### config.mk
export PLATFORM = sky130hd
export DESIGN_NAME = i2c_master_register_access
export DESIGN_NICKNAME = d
export VERILOG_FILES = /design/src/design/i2cm_pkg.sv /design/src/design/i2cm_cfg.sv /design/src/design/i2cm_seq.sv /design/src/design/i2cm_obuf.sv /design/src/design/i2c_master_register_access.sv
export SDC_FILE = /design/constraint.sdc
export NUM_CORES = 1
export LEC_CHECK = 0
export ABC_AREA = 1
export BUFFER_PORTS_ARGS = -buffer_cell sky130_fd_sc_hd__clkbuf_2
export CAP_MARGIN = 10
export CORE_AREA = 2 2 107 213
export CTS_CLUSTER_SIZE = 25
export DETAILED_ROUTE_END_ITERATION = 10
export DIE_AREA = 0 0 109 215
export SYNTH_ARGS = -nofsm -noshare
export SYNTH_HDL_FRONTEND = slang
export SYNTH_SLANG_ARGS = --single-unit
### constraint.sdc
create_clock -name clk -period 10 [get_ports clk]
set_clock_uncertainty 0.15 [all_clocks]
set_input_delay 0.5 -clock clk [delete_from_list [all_inputs] [get_ports clk]]
set_output_delay 0.5 -clock clk [all_outputs]
set_load 0.01 [all_outputs]
### src/design/i2cm_pkg.sv
package i2cm_pkg;

  // register map, one 32-bit word per register
  localparam int unsigned REG_ACK_TIMEOUT = 0;
  localparam int unsigned REG_PHASE_TICKS = 1;
  localparam int unsigned CFG_ADDR_W      = 3;
  localparam int unsigned CFG_DATA_W      = 32;

  localparam logic [9:0] ACK_TIMEOUT_RST = 10'd250;
  localparam logic [7:0] PHASE_TICKS_RST = 8'd1;

  localparam logic [1:0] KIND_REG_WRITE   = 2'd0;
  localparam logic [1:0] KIND_REG_READ    = 2'd1;
  localparam logic [1:0] KIND_DIRECT_READ = 2'd2;

  localparam logic [1:0] STATUS_OK          = 2'd0;
  localparam logic [1:0] STATUS_BUS_BUSY    = 2'd1;
  localparam logic [1:0] STATUS_ACK_TIMEOUT = 2'd2;

  localparam logic REQ_TICK    = 1'b0;
  localparam logic REQ_COMMAND = 1'b1;

  localparam logic [7:0] READ_BIT = 8'h01;

  typedef enum logic [3:0] {
    ST_IDLE       = 4'd0,
    ST_START      = 4'd1,
    ST_SEND_ADDRW = 4'd2,
    ST_ACK_ADDRW  = 4'd3,
    ST_SEND_REG   = 4'd4,
    ST_ACK_REG    = 4'd5,
    ST_SEND_DATA  = 4'd6,
    ST_ACK_DATA   = 4'd7,
    ST_RESTART    = 4'd8,
    ST_SEND_ADDRR = 4'd9,
    ST_ACK_ADDRR  = 4'd10,
    ST_READ       = 4'd11,
    ST_MACK       = 4'd12,
    ST_STOP_OK    = 4'd13,
    ST_STOP_FAIL  = 4'd14
  } seq_state_t;

  typedef struct packed {
    logic [9:0] ack_timeout;
    logic [7:0] phase_ticks;
  } cfg_t;

  typedef struct packed {
    logic       req_type;
    logic [1:0] txn_kind;
    logic [7:0] slave_addr;
    logic [7:0] reg_addr;
    logic [7:0] byte_count;
    logic       restart;
    logic [7:0] tx_byte;
    logic       sda_in;
  } item_t;

  typedef struct packed {
    logic       scl;
    logic       sda_low;
    logic       tx_take;
    logic [7:0] rx_byte;
    logic       rx_valid;
    logic       rx_last;
    logic       busy_res;
    logic       done_res;
    logic [1:0] status;
  } result_t;

endpackage

### src/design/i2cm_cfg.sv
module i2cm_cfg (
  input  logic                               clk,
  input  logic                               rst_n,
  input  logic                               cfg_psel,
  input  logic                               cfg_penable,
  input  logic                               cfg_pwrite,
  input  logic [i2cm_pkg::CFG_ADDR_W-1:0]    cfg_paddr,
  input  logic [i2cm_pkg::CFG_DATA_W-1:0]    cfg_pwdata,
  output logic [i2cm_pkg::CFG_DATA_W-1:0]    cfg_prdata,
  output logic                               cfg_pready,
  output i2cm_pkg::cfg_t                     cfg
);

  logic [9:0] ack_timeout_r;
  logic [7:0] phase_ticks_r;
  logic       wr_en;
  logic       reg_sel;

  assign cfg_pready = 1'b1;
  assign wr_en      = cfg_psel & cfg_penable & cfg_pwrite & cfg_pready;
  // word index, byte offset bits ignored
  assign reg_sel    = cfg_paddr[2];

  always_ff @(posedge clk) begin
    if (!rst_n) begin
      ack_timeout_r <= i2cm_pkg::ACK_TIMEOUT_RST;
      phase_ticks_r <= i2cm_pkg::PHASE_TICKS_RST;
    end else if (wr_en) begin
      if (reg_sel == 1'(i2cm_pkg::REG_PHASE_TICKS)) begin
        phase_ticks_r <= cfg_pwdata[7:0];
      end else begin
        ack_timeout_r <= cfg_pwdata[9:0];
      end
    end
  end

  always_comb begin
    if (reg_sel == 1'(i2cm_pkg::REG_PHASE_TICKS)) begin
      cfg_prdata = {24'd0, phase_ticks_r};
    end else begin
      cfg_prdata = {22'd0, ack_timeout_r};
    end
  end

  assign cfg.ack_timeout = ack_timeout_r;
  assign cfg.phase_ticks = phase_ticks_r;

endmodule

### src/design/i2cm_seq.sv
module i2cm_seq (
  input  logic                clk,
  input  logic                rst_n,
  input  logic                step_en,
  input  i2cm_pkg::item_t     item,
  input  i2cm_pkg::cfg_t      cfg,
  output i2cm_pkg::result_t   res
);

  i2cm_pkg::seq_state_t state_r, state_nxt;
  logic [7:0] phase_r, phase_nxt;
  logic [3:0] bit_r, bit_nxt;
  logic [7:0] shift_r, shift_nxt;
  logic [7:0] left_r, left_nxt;
  logic [9:0] wait_r, wait_nxt;
  logic [7:0] h_addr_r, h_addr_nxt;
  logic [7:0] h_reg_r, h_reg_nxt;
  logic       h_rst_r, h_rst_nxt;
  logic [1:0] h_kind_r, h_kind_nxt;

  always_ff @(posedge clk) begin
    if (!rst_n) begin
      state_r <= i2cm_pkg::ST_IDLE;
      phase_r <= '0;
      bit_r   <= '0;
      left_r  <= '0;
      wait_r  <= '0;
    end else if (step_en) begin
      state_r <= state_nxt;
      phase_r <= phase_nxt;
      bit_r   <= bit_nxt;
      left_r  <= left_nxt;
      wait_r  <= wait_nxt;
    end
  end

  always_ff @(posedge clk) begin
    if (step_en) begin
      shift_r  <= shift_nxt;
      h_addr_r <= h_addr_nxt;
      h_reg_r  <= h_reg_nxt;
      h_rst_r  <= h_rst_nxt;
      h_kind_r <= h_kind_nxt;
    end
  end

  always_comb begin
    logic [7:0] pt;
    logic [8:0] pc_inc;
    logic       hd;
    logic [3:0] sub;
    logic [7:0] sr_in;

    state_nxt  = state_r;
    phase_nxt  = phase_r;
    bit_nxt    = bit_r;
    shift_nxt  = shift_r;
    left_nxt   = left_r;
    wait_nxt   = wait_r;
    h_addr_nxt = h_addr_r;
    h_reg_nxt  = h_reg_r;
    h_rst_nxt  = h_rst_r;
    h_kind_nxt = h_kind_r;
    res        = '0;
    res.scl    = 1'b1;

    // command taken only while idle
    if (state_r == i2cm_pkg::ST_IDLE && item.req_type == i2cm_pkg::REQ_COMMAND &&
        item.txn_kind <= i2cm_pkg::KIND_DIRECT_READ) begin
      h_addr_nxt = item.slave_addr;
      h_reg_nxt  = item.reg_addr;
      h_rst_nxt  = item.restart;
      h_kind_nxt = item.txn_kind;
      if (item.txn_kind == i2cm_pkg::KIND_REG_WRITE || item.byte_count != 8'd0) begin
        left_nxt = item.byte_count;
      end else begin
        left_nxt = 8'd1;
      end
      shift_nxt = '0;
      state_nxt = i2cm_pkg::ST_START;
      bit_nxt   = 4'd1;
      phase_nxt = '0;
      wait_nxt  = '0;
    end

    // half phase counter, zero phase_ticks acts as one
    pt     = (cfg.phase_ticks != 8'd0) ? cfg.phase_ticks : 8'd1;
    pc_inc = {1'b0, phase_nxt} + 9'd1;
    hd     = (pc_inc >= {1'b0, pt});
    sub    = bit_nxt;
    sr_in  = {shift_nxt[6:0], item.sda_in};

    if (state_nxt != i2cm_pkg::ST_IDLE) begin
      res.busy_res = 1'b1;
      case (state_nxt)
        i2cm_pkg::ST_START, i2cm_pkg::ST_RESTART: begin
          if (sub < 4'd1) begin
            sub = (state_nxt == i2cm_pkg::ST_RESTART) ? 4'd0 : 4'd1;
          end
          if (sub > 4'd2) begin
            sub = 4'd2;
          end
          res.scl     = (sub >= 4'd1);
          res.sda_low = (sub == 4'd2);
          phase_nxt   = hd ? 8'd0 : pc_inc[7:0];
          if (hd) begin
            if (sub == 4'd1 && state_nxt == i2cm_pkg::ST_START && !item.sda_in) begin
              res.done_res = 1'b1;
              res.status   = i2cm_pkg::STATUS_BUS_BUSY;
              state_nxt    = i2cm_pkg::ST_IDLE;
              bit_nxt      = '0;
              wait_nxt     = '0;
            end else if (sub < 4'd2) begin
              bit_nxt = sub + 4'd1;
            end else begin
              if (state_nxt == i2cm_pkg::ST_START &&
                  h_kind_nxt != i2cm_pkg::KIND_DIRECT_READ) begin
                shift_nxt = h_addr_nxt;
                state_nxt = i2cm_pkg::ST_SEND_ADDRW;
              end else begin
                shift_nxt = h_addr_nxt | i2cm_pkg::READ_BIT;
                state_nxt = i2cm_pkg::ST_SEND_ADDRR;
              end
              bit_nxt  = '0;
              wait_nxt = '0;
            end
          end
        end
        i2cm_pkg::ST_SEND_ADDRW, i2cm_pkg::ST_SEND_REG,
        i2cm_pkg::ST_SEND_DATA, i2cm_pkg::ST_SEND_ADDRR: begin
          res.scl     = sub[0];
          res.sda_low = ~shift_nxt[3'd7 - sub[3:1]];
          phase_nxt   = hd ? 8'd0 : pc_inc[7:0];
          if (hd) begin
            if (sub == 4'd15) begin
              case (state_nxt)
                i2cm_pkg::ST_SEND_ADDRW: state_nxt = i2cm_pkg::ST_ACK_ADDRW;
                i2cm_pkg::ST_SEND_REG:   state_nxt = i2cm_pkg::ST_ACK_REG;
                i2cm_pkg::ST_SEND_DATA:  state_nxt = i2cm_pkg::ST_ACK_DATA;
                default:                 state_nxt = i2cm_pkg::ST_ACK_ADDRR;
              endcase
              bit_nxt  = '0;
              wait_nxt = '0;
            end else begin
              bit_nxt = sub + 4'd1;
            end
          end
        end
        i2cm_pkg::ST_ACK_ADDRW, i2cm_pkg::ST_ACK_REG,
        i2cm_pkg::ST_ACK_DATA, i2cm_pkg::ST_ACK_ADDRR: begin
          if (sub == 4'd0) begin
            // low half before the acknowledge clock
            res.scl   = 1'b0;
            phase_nxt = hd ? 8'd0 : pc_inc[7:0];
            if (hd) begin
              bit_nxt = 4'd1;
            end
          end else if (item.sda_in) begin
            if (wait_nxt >= cfg.ack_timeout) begin
              state_nxt = i2cm_pkg::ST_STOP_FAIL;
              bit_nxt   = '0;
              phase_nxt = '0;
              wait_nxt  = '0;
            end else begin
              wait_nxt = wait_nxt + 10'd1;
            end
          end else begin
            bit_nxt   = '0;
            phase_nxt = '0;
            wait_nxt  = '0;
            if (state_nxt == i2cm_pkg::ST_ACK_ADDRW) begin
              shift_nxt = h_reg_nxt;
              state_nxt = i2cm_pkg::ST_SEND_REG;
            end else if (state_nxt == i2cm_pkg::ST_ACK_ADDRR) begin
              shift_nxt = '0;
              state_nxt = i2cm_pkg::ST_READ;
            end else if (state_nxt == i2cm_pkg::ST_ACK_REG &&
                         h_kind_nxt != i2cm_pkg::KIND_REG_WRITE) begin
              if (h_rst_nxt) begin
                state_nxt = i2cm_pkg::ST_RESTART;
              end else begin
                shift_nxt = h_addr_nxt | i2cm_pkg::READ_BIT;
                state_nxt = i2cm_pkg::ST_SEND_ADDRR;
              end
            end else begin
              if (state_nxt == i2cm_pkg::ST_ACK_DATA && left_nxt != 8'd0) begin
                left_nxt = left_nxt - 8'd1;
              end
              if (left_nxt != 8'd0) begin
                res.tx_take = 1'b1;
                shift_nxt   = item.tx_byte;
                state_nxt   = i2cm_pkg::ST_SEND_DATA;
              end else begin
                state_nxt = i2cm_pkg::ST_STOP_OK;
              end
            end
          end
        end
        i2cm_pkg::ST_READ: begin
          res.scl   = sub[0];
          phase_nxt = hd ? 8'd0 : pc_inc[7:0];
          if (hd) begin
            // sample on the high half
            if (sub[0]) begin
              shift_nxt = sr_in;
            end
            if (sub == 4'd15) begin
              res.rx_byte  = shift_nxt;
              res.rx_valid = 1'b1;
              res.rx_last  = (left_nxt <= 8'd1);
              state_nxt    = i2cm_pkg::ST_MACK;
              bit_nxt      = '0;
              wait_nxt     = '0;
            end else begin
              bit_nxt = sub + 4'd1;
            end
          end
        end
        i2cm_pkg::ST_MACK: begin
          res.scl     = (sub >= 4'd1);
          res.sda_low = (left_nxt > 8'd1);
          phase_nxt   = hd ? 8'd0 : pc_inc[7:0];
          if (hd) begin
            if (sub == 4'd0) begin
              bit_nxt = 4'd1;
            end else begin
              bit_nxt  = '0;
              wait_nxt = '0;
              if (left_nxt > 8'd1) begin
                left_nxt  = left_nxt - 8'd1;
                shift_nxt = '0;
                state_nxt = i2cm_pkg::ST_READ;
              end else begin
                state_nxt = i2cm_pkg::ST_STOP_OK;
              end
            end
          end
        end
        i2cm_pkg::ST_STOP_OK, i2cm_pkg::ST_STOP_FAIL: begin
          if (sub > 4'd2) begin
            sub = 4'd2;
          end
          res.scl     = (sub >= 4'd1);
          res.sda_low = (sub <= 4'd1);
          phase_nxt   = hd ? 8'd0 : pc_inc[7:0];
          if (hd) begin
            if (sub < 4'd2) begin
              bit_nxt = sub + 4'd1;
            end else begin
              res.done_res = 1'b1;
              res.status   = (state_nxt == i2cm_pkg::ST_STOP_FAIL) ?
                             i2cm_pkg::STATUS_ACK_TIMEOUT : i2cm_pkg::STATUS_OK;
              state_nxt    = i2cm_pkg::ST_IDLE;
              bit_nxt      = '0;
              wait_nxt     = '0;
            end
          end
        end
        default: begin
          state_nxt = i2cm_pkg::ST_IDLE;
          bit_nxt   = '0;
          phase_nxt = '0;
          wait_nxt  = '0;
        end
      endcase
    end
  end

endmodule

### src/design/i2cm_obuf.sv
module i2cm_obuf (
  input  logic               clk,
  input  logic               rst_n,
  input  logic               in_valid,
  output logic               in_ready,
  input  i2cm_pkg::result_t  in_res,
  output logic               out_valid,
  input  logic               out_ready,
  output i2cm_pkg::result_t  out_res
);

  logic              out_valid_r;
  logic              skid_valid_r;
  i2cm_pkg::result_t out_data_r;
  i2cm_pkg::result_t skid_data_r;
  logic              in_fire;
  logic              out_free;

  assign in_ready  = ~skid_valid_r;
  assign in_fire   = in_valid & in_ready;
  assign out_free  = out_ready | ~out_valid_r;
  assign out_valid = out_valid_r;
  assign out_res   = out_data_r;

  always_ff @(posedge clk) begin
    if (!rst_n) begin
      out_valid_r  <= 1'b0;
      skid_valid_r <= 1'b0;
    end else if (skid_valid_r) begin
      if (out_ready) begin
        skid_valid_r <= 1'b0;
      end
    end else if (in_fire) begin
      if (out_free) begin
        out_valid_r <= 1'b1;
      end else begin
        skid_valid_r <= 1'b1;
      end
    end else if (out_ready) begin
      out_valid_r <= 1'b0;
    end
  end

  always_ff @(posedge clk) begin
    if (skid_valid_r) begin
      if (out_ready) begin
        out_data_r <= skid_data_r;
      end
    end else if (in_fire) begin
      if (out_free) begin
        out_data_r <= in_res;
      end else begin
        skid_data_r <= in_res;
      end
    end
  end

`ifndef SYNTHESIS
  a_skid_has_head: assert property (@(posedge clk) disable iff (!rst_n)
    skid_valid_r |-> out_valid_r)
    else $error("skid beat held without a head beat");

  a_stall_fills_skid: assert property (@(posedge clk) disable iff (!rst_n)
    (in_fire && out_valid_r && !out_ready) |=> skid_valid_r)
    else $error("beat accepted under stall was not parked");

  a_skid_drains: assert property (@(posedge clk) disable iff (!rst_n)
    (skid_valid_r && out_ready) |=> (!skid_valid_r && out_valid_r))
    else $error("skid beat not moved to the head");
`endif

endmodule

### src/design/i2c_master_register_access.sv
// I2C master for register write, register read and direct read.
// in channel: one beat per bus tick. in_tuser[0] marks a command beat; a command
// is taken only while no transaction runs, otherwise the beat is a plain tick.
// in_tdata carries the command fields, the next write byte and the sampled SDA.
// out channel: exactly one beat per in beat, carrying the SCL level, the SDA
// drive, tx byte consumption, received bytes (tlast on the NACKed last byte),
// busy, done and completion status.
// each taken in beat's result is registered in the output stage (or its skid entry).
// throughput: one beat per cycle while in_tready is high; the whole tick step is one pass of logic
// from the sequencer state to the result register.
// each SCL half phase lasts phase_ticks ticks; acknowledge polling gives up
// at the first high SDA sample once ack_timeout high samples have been counted.
// cfg port: ack_timeout at 0x0, phase_ticks at 0x4; the user must write them only
// while idle, which the block does not enforce. reset: sequencer idle, SCL high,
// SDA released, registers at 250 and 1, no result pending.
// stall: a two-entry output stage keeps in_tready high while one result
// waits; with a second result parked, in_tready drops until out_tready rises.
module i2c_master_register_access (
  input  logic                               clk,
  input  logic                               rst_n,
  input  logic                               in_tvalid,
  output logic                               in_tready,
  // slave_addr, reg_addr, byte_count, restart, tx_byte, sda_in, zero pad
  input  logic [39:0]                        in_tdata,
  // req_type, txn_kind
  input  logic [2:0]                         in_tuser,
  output logic                               out_tvalid,
  input  logic                               out_tready,
  // scl, sda_low, tx_take, rx_byte, rx_valid, busy_res, done_res, status
  output logic [15:0]                        out_tdata,
  output logic                               out_tlast,
  input  logic                               cfg_psel,
  input  logic                               cfg_penable,
  input  logic                               cfg_pwrite,
  input  logic [i2cm_pkg::CFG_ADDR_W-1:0]    cfg_paddr,
  input  logic [i2cm_pkg::CFG_DATA_W-1:0]    cfg_pwdata,
  output logic [i2cm_pkg::CFG_DATA_W-1:0]    cfg_prdata,
  output logic                               cfg_pready
);

  i2cm_pkg::cfg_t    cfg;
  i2cm_pkg::item_t   item;
  i2cm_pkg::result_t step_res;
  i2cm_pkg::result_t out_res;
  logic              in_fire;

  assign in_fire = in_tvalid & in_tready;

  assign item.req_type   = in_tuser[0];
  assign item.txn_kind   = in_tuser[2:1];
  assign item.slave_addr = in_tdata[7:0];
  assign item.reg_addr   = in_tdata[15:8];
  assign item.byte_count = in_tdata[23:16];
  assign item.restart    = in_tdata[24];
  assign item.tx_byte    = in_tdata[32:25];
  assign item.sda_in     = in_tdata[33];

  i2cm_cfg u_cfg (
    .clk         (clk),
    .rst_n       (rst_n),
    .cfg_psel    (cfg_psel),
    .cfg_penable (cfg_penable),
    .cfg_pwrite  (cfg_pwrite),
    .cfg_paddr   (cfg_paddr),
    .cfg_pwdata  (cfg_pwdata),
    .cfg_prdata  (cfg_prdata),
    .cfg_pready  (cfg_pready),
    .cfg         (cfg)
  );

  i2cm_seq u_seq (
    .clk     (clk),
    .rst_n   (rst_n),
    .step_en (in_fire),
    .item    (item),
    .cfg     (cfg),
    .res     (step_res)
  );

  i2cm_obuf u_obuf (
    .clk       (clk),
    .rst_n     (rst_n),
    .in_valid  (in_tvalid),
    .in_ready  (in_tready),
    .in_res    (step_res),
    .out_valid (out_tvalid),
    .out_ready (out_tready),
    .out_res   (out_res)
  );

  assign out_tdata = {out_res.status, out_res.done_res, out_res.busy_res,
                      out_res.rx_valid, out_res.rx_byte, out_res.tx_take,
                      out_res.sda_low, out_res.scl};
  assign out_tlast = out_res.rx_last;

endmodule

==> metrics.md <==
| Metric | Value |
|---|---|
| Vias in the first global route | 8077 |
| Placeable core area | 0.0219 mm^2 |
| Deepest clock path buffer count | 2 |
| Post-Route Setup TNS | 0 ns |
| Critical-path maximum fanout | 53 |
| Post-synthesis sequential area ratio | 34.0% |
| Unique cell type count in the Yosys netlist | 60 |
| Slowest Stage Delay on Critical Path | 0.50 ns |
| First-pass GRT wire length | 40300 um |
| Max Cap Viol | 0 |
| I/O Pins | 137 |
| Worst-path clk slew | 0.06 ns |
| Static leakage | 4.46 nW |
| Cell count after synthesis | 1213 |
| Dominant synthesized flop cell | edfxtp_1 |
| Drt drc | 0 |
| Proportion of layout cells with a drive suffix above 1 | 16.2% |
| Multi-input logic area | 0.00464 mm^2 |
| Post-CTS setup buffers | 0 |
| Clock Sink Count | 115 |
| Worst Tran Pin Value | 1.03 ns |
| Total iterations of the first detailed-routing run | 5 |
| Top-area cell type share of the netlist area | 21.4% |
| Total power | 1.75 mW |
| RSZ-0062 raised after global routing | false |
| PwrDens | 180 mW/mm^2 |
| Largest area contributor in the netlist | edfxtp_1 |
| RD Place Congestion | 0.899 |
| Relative slew margins | 31.1% |
| Die Area | 0.0234 mm^2 |
| Initial antenna violation count | 0 |
| Number of routed nets with antenna violations | 0 |
| Largest net degree at the start of global routing | 57 |
| YS warnings | 0 |
| GRT overflow | 0 |
| Routed len/inst | 15.9 um |
| Cts repair resizes | 0 |
| Status | finished, final reports clean |
| Root buffer cell | clkbuf_16 |
| Area Growth Syn to Fin | 12.9% |
| GRT Util Overall | 21.9% |
| EDFF count, synth | 61 |
| # fillers | 2263 |
| Routed WL | 24900 um |
| Final instance area | 0.00969 mm^2 |
| Tmin final | 4.98 ns |
| WP buf/inv | 3 |
| CTS tree | yes |
| CP delay by family, top | simple AND/OR/NAND/NOR gates |
| Largest cells by area after synthesis | edfxtp_1 21%, dfxtp_1 13%, nand2_1 11% |
| Netlist Area Pre-Place | 0.00858 mm^2 |
| Number of cell rows | 77 |
| Pre-CTS setup slack | 4.85 ns |
| Final Setup Violations | 0 |
| CTS Buf Count | 17 |
| FFs w/ async S/R, synth | 0% |
| Die Ht | 215 um |
| CTS hold repair buffers | 0 |
| H-Tree Depth | 4 |
| Commonest non-fill, non-tap cells in the layout | 249 x nand2_1, 178 x inv_1, 105 x nor2_1 |
| Register area | 0.00291 mm^2 |
| Worst VDD drop | 126 uV |
| Die W | 109 um |
| Critical path launch point type | flop |
| Most common cell after layout, fill and taps aside | nand2_1 |
| Hold Fails Final Rpt | 0 |
| Number of DRC markers in iteration 0 | 576 |
| Placed cell area | 0.00911 mm^2 |
| Hold crit path type | input pin to flop |
| Fmax | 0.201 GHz |
| Crit path DAT | 5.19 ns |
| Final Max Tran Viols | 0 |
| Crit share post-route | 49.8% |
| Worst setup margin | 5.02 ns |
| Vias | 8249 |
| Starting Density | 39.2% |
| Vias per cell | 5.25 |
| Nets | 1402 |
| CP Capture Type | flop |
| Crit-path cells | nor2_4 > nand2_4 > nor2_8 > buf_4 > nor2_8 > inv_1 > nor3_1 > nand2_1 > nor2_1 > nand3_1 > xnor2_1 > ha_1 > nand3_1 > nor3_1 > nor2_1 > nand3_2 > nand2_1 > inv_1 > nor2_2 > a21oi_1 > or2_2 > nand3_1 > nand2_1 > a21oi_1 |
| Post-DP HPWL | 18500 um |
| Setup CP Type | flop to flop |
| Worst skew pair latency | 0.44 ns |
| # diodes | 0 |
| Crit path max-delay cell type | dfxtp_1 |
| Avg Inst Size Synth | 7.07 um^2 |
| Req. time, crit path | 10.20 ns |
| FF+latch count, synth | 115 |
| Port Buffers | 83 |
[cells by family (layout without fill, tap and decap cells)]
logic type / Yosys count / after routing / share of synthesized area, %
AOI/OAI and AO/OA: 295 / 295 / 20.3
xor gates and xnor gates: 9 / 9 / 0.919
adders and majority gates: 35 / 35 / 5.11
buffers and inverters: 257 / 318 / 12.9
DFF: 115 / 115 / 34.0
muxes: 2 / 2 / 0.233
other: 2 / 23 / 0.0876
and+or+nand+nor: 498 / 498 / 26.5
[final timing paths]
| check | slack, ns | depth (start not counted) | endpoint | startpoint |
|---|---|---|---|---|
| hold reg to reg | 0.34 | 2 | u_cfg.ack_timeout_r[2] | u_cfg.ack_timeout_r[2] |
| setup / recovery | 5.02 | 24 | u_seq.state_r[0] | u_seq.state_r[3] |
| hold / removal | 0.15 | 3 | u_cfg.ack_timeout_r[7] | cfg_pwdata[7] |
| setup reg to reg | 5.02 | 24 | u_seq.state_r[0] | u_seq.state_r[3] |
[state kept, by name, indices dropped and copies added (netlist names)]
name and count:
u_obuf.skid_valid_r 1, u_seq.h_addr_r 8, u_seq.bit_r 4, u_seq.wait_r 10
u_cfg.ack_timeout_r 10, u_obuf.skid_data_r 17, u_cfg.phase_ticks_r 8, u_seq.h_kind_r 2
u_seq.left_r 8, u_seq.h_reg_r 8, u_seq.phase_r 8, u_seq.state_r 4
u_seq.h_rst_r 1, u_obuf.out_valid 1, u_obuf.out_res 17, u_seq.shift_r 8
[Yosys cell counts (10+ instances only)]
library cell / number
nor3_1: 13
nand3_1: 49
o21ai_0: 99
dfxtp_1: 54
edfxtp_1: 61
o21ai_1: 19
nor2_2: 13
ha_1: 35
a31oi_1: 10
nand2_2: 19
a21oi_1: 87
inv_2: 13
clkbuf_1: 26
nor2_1: 105
o211ai_1: 30
buf_4: 23
nand2_1: 249
or2_2: 10
inv_1: 179
[worst min-delay path, delay by kind of cell]
kind | cells | cell delay (ns)
buf+inv | 1 | 0.09
compound gates | 2 | 0.12
[per-layer routing]
metal,share of wire [%],global-route usage [%],up-vias,wire (um)
met1,43,27.4,3791,10700
met5,0,0,-,0
met2,49,36.4,268,12100
met4,3.5,10.1,0,866
met3,5.2,3.43,61,1300
li1,-,-,4129,-
[final cells by class]
class                      instances  area share (%)
multi-input combinational        862            47.9
clock inverter                    13            1.30
timing repair buffer              92            4.99
clock buffer                      19            4.68
tap                              276            3.57
inverter                         194            7.52
sequential                       115            30.1
[power by group]
group | switching, mW | leakage [nW] | internal [mW]
Combinational | 0.403 | 3.16 | 0.169
Clock | 0.244 | 0.278 | 0.358
Sequential | 0.0215 | 1.03 | 0.552
Total | 0.668 | 4.46 | 1.08
[stage by stage]
stage	std cells	hold WS, ns	utilization [%]
after floorplan	1234	0.300	-
final	1571	0.154	44.3
after detailed placement	1539	0.328	41.6
after global placement	1539	0.330	41.6
after global routing	1571	0.158	44.3
after CTS	1571	0.135	44.3
No activity file was read; power rests on OpenSTA's default activity.
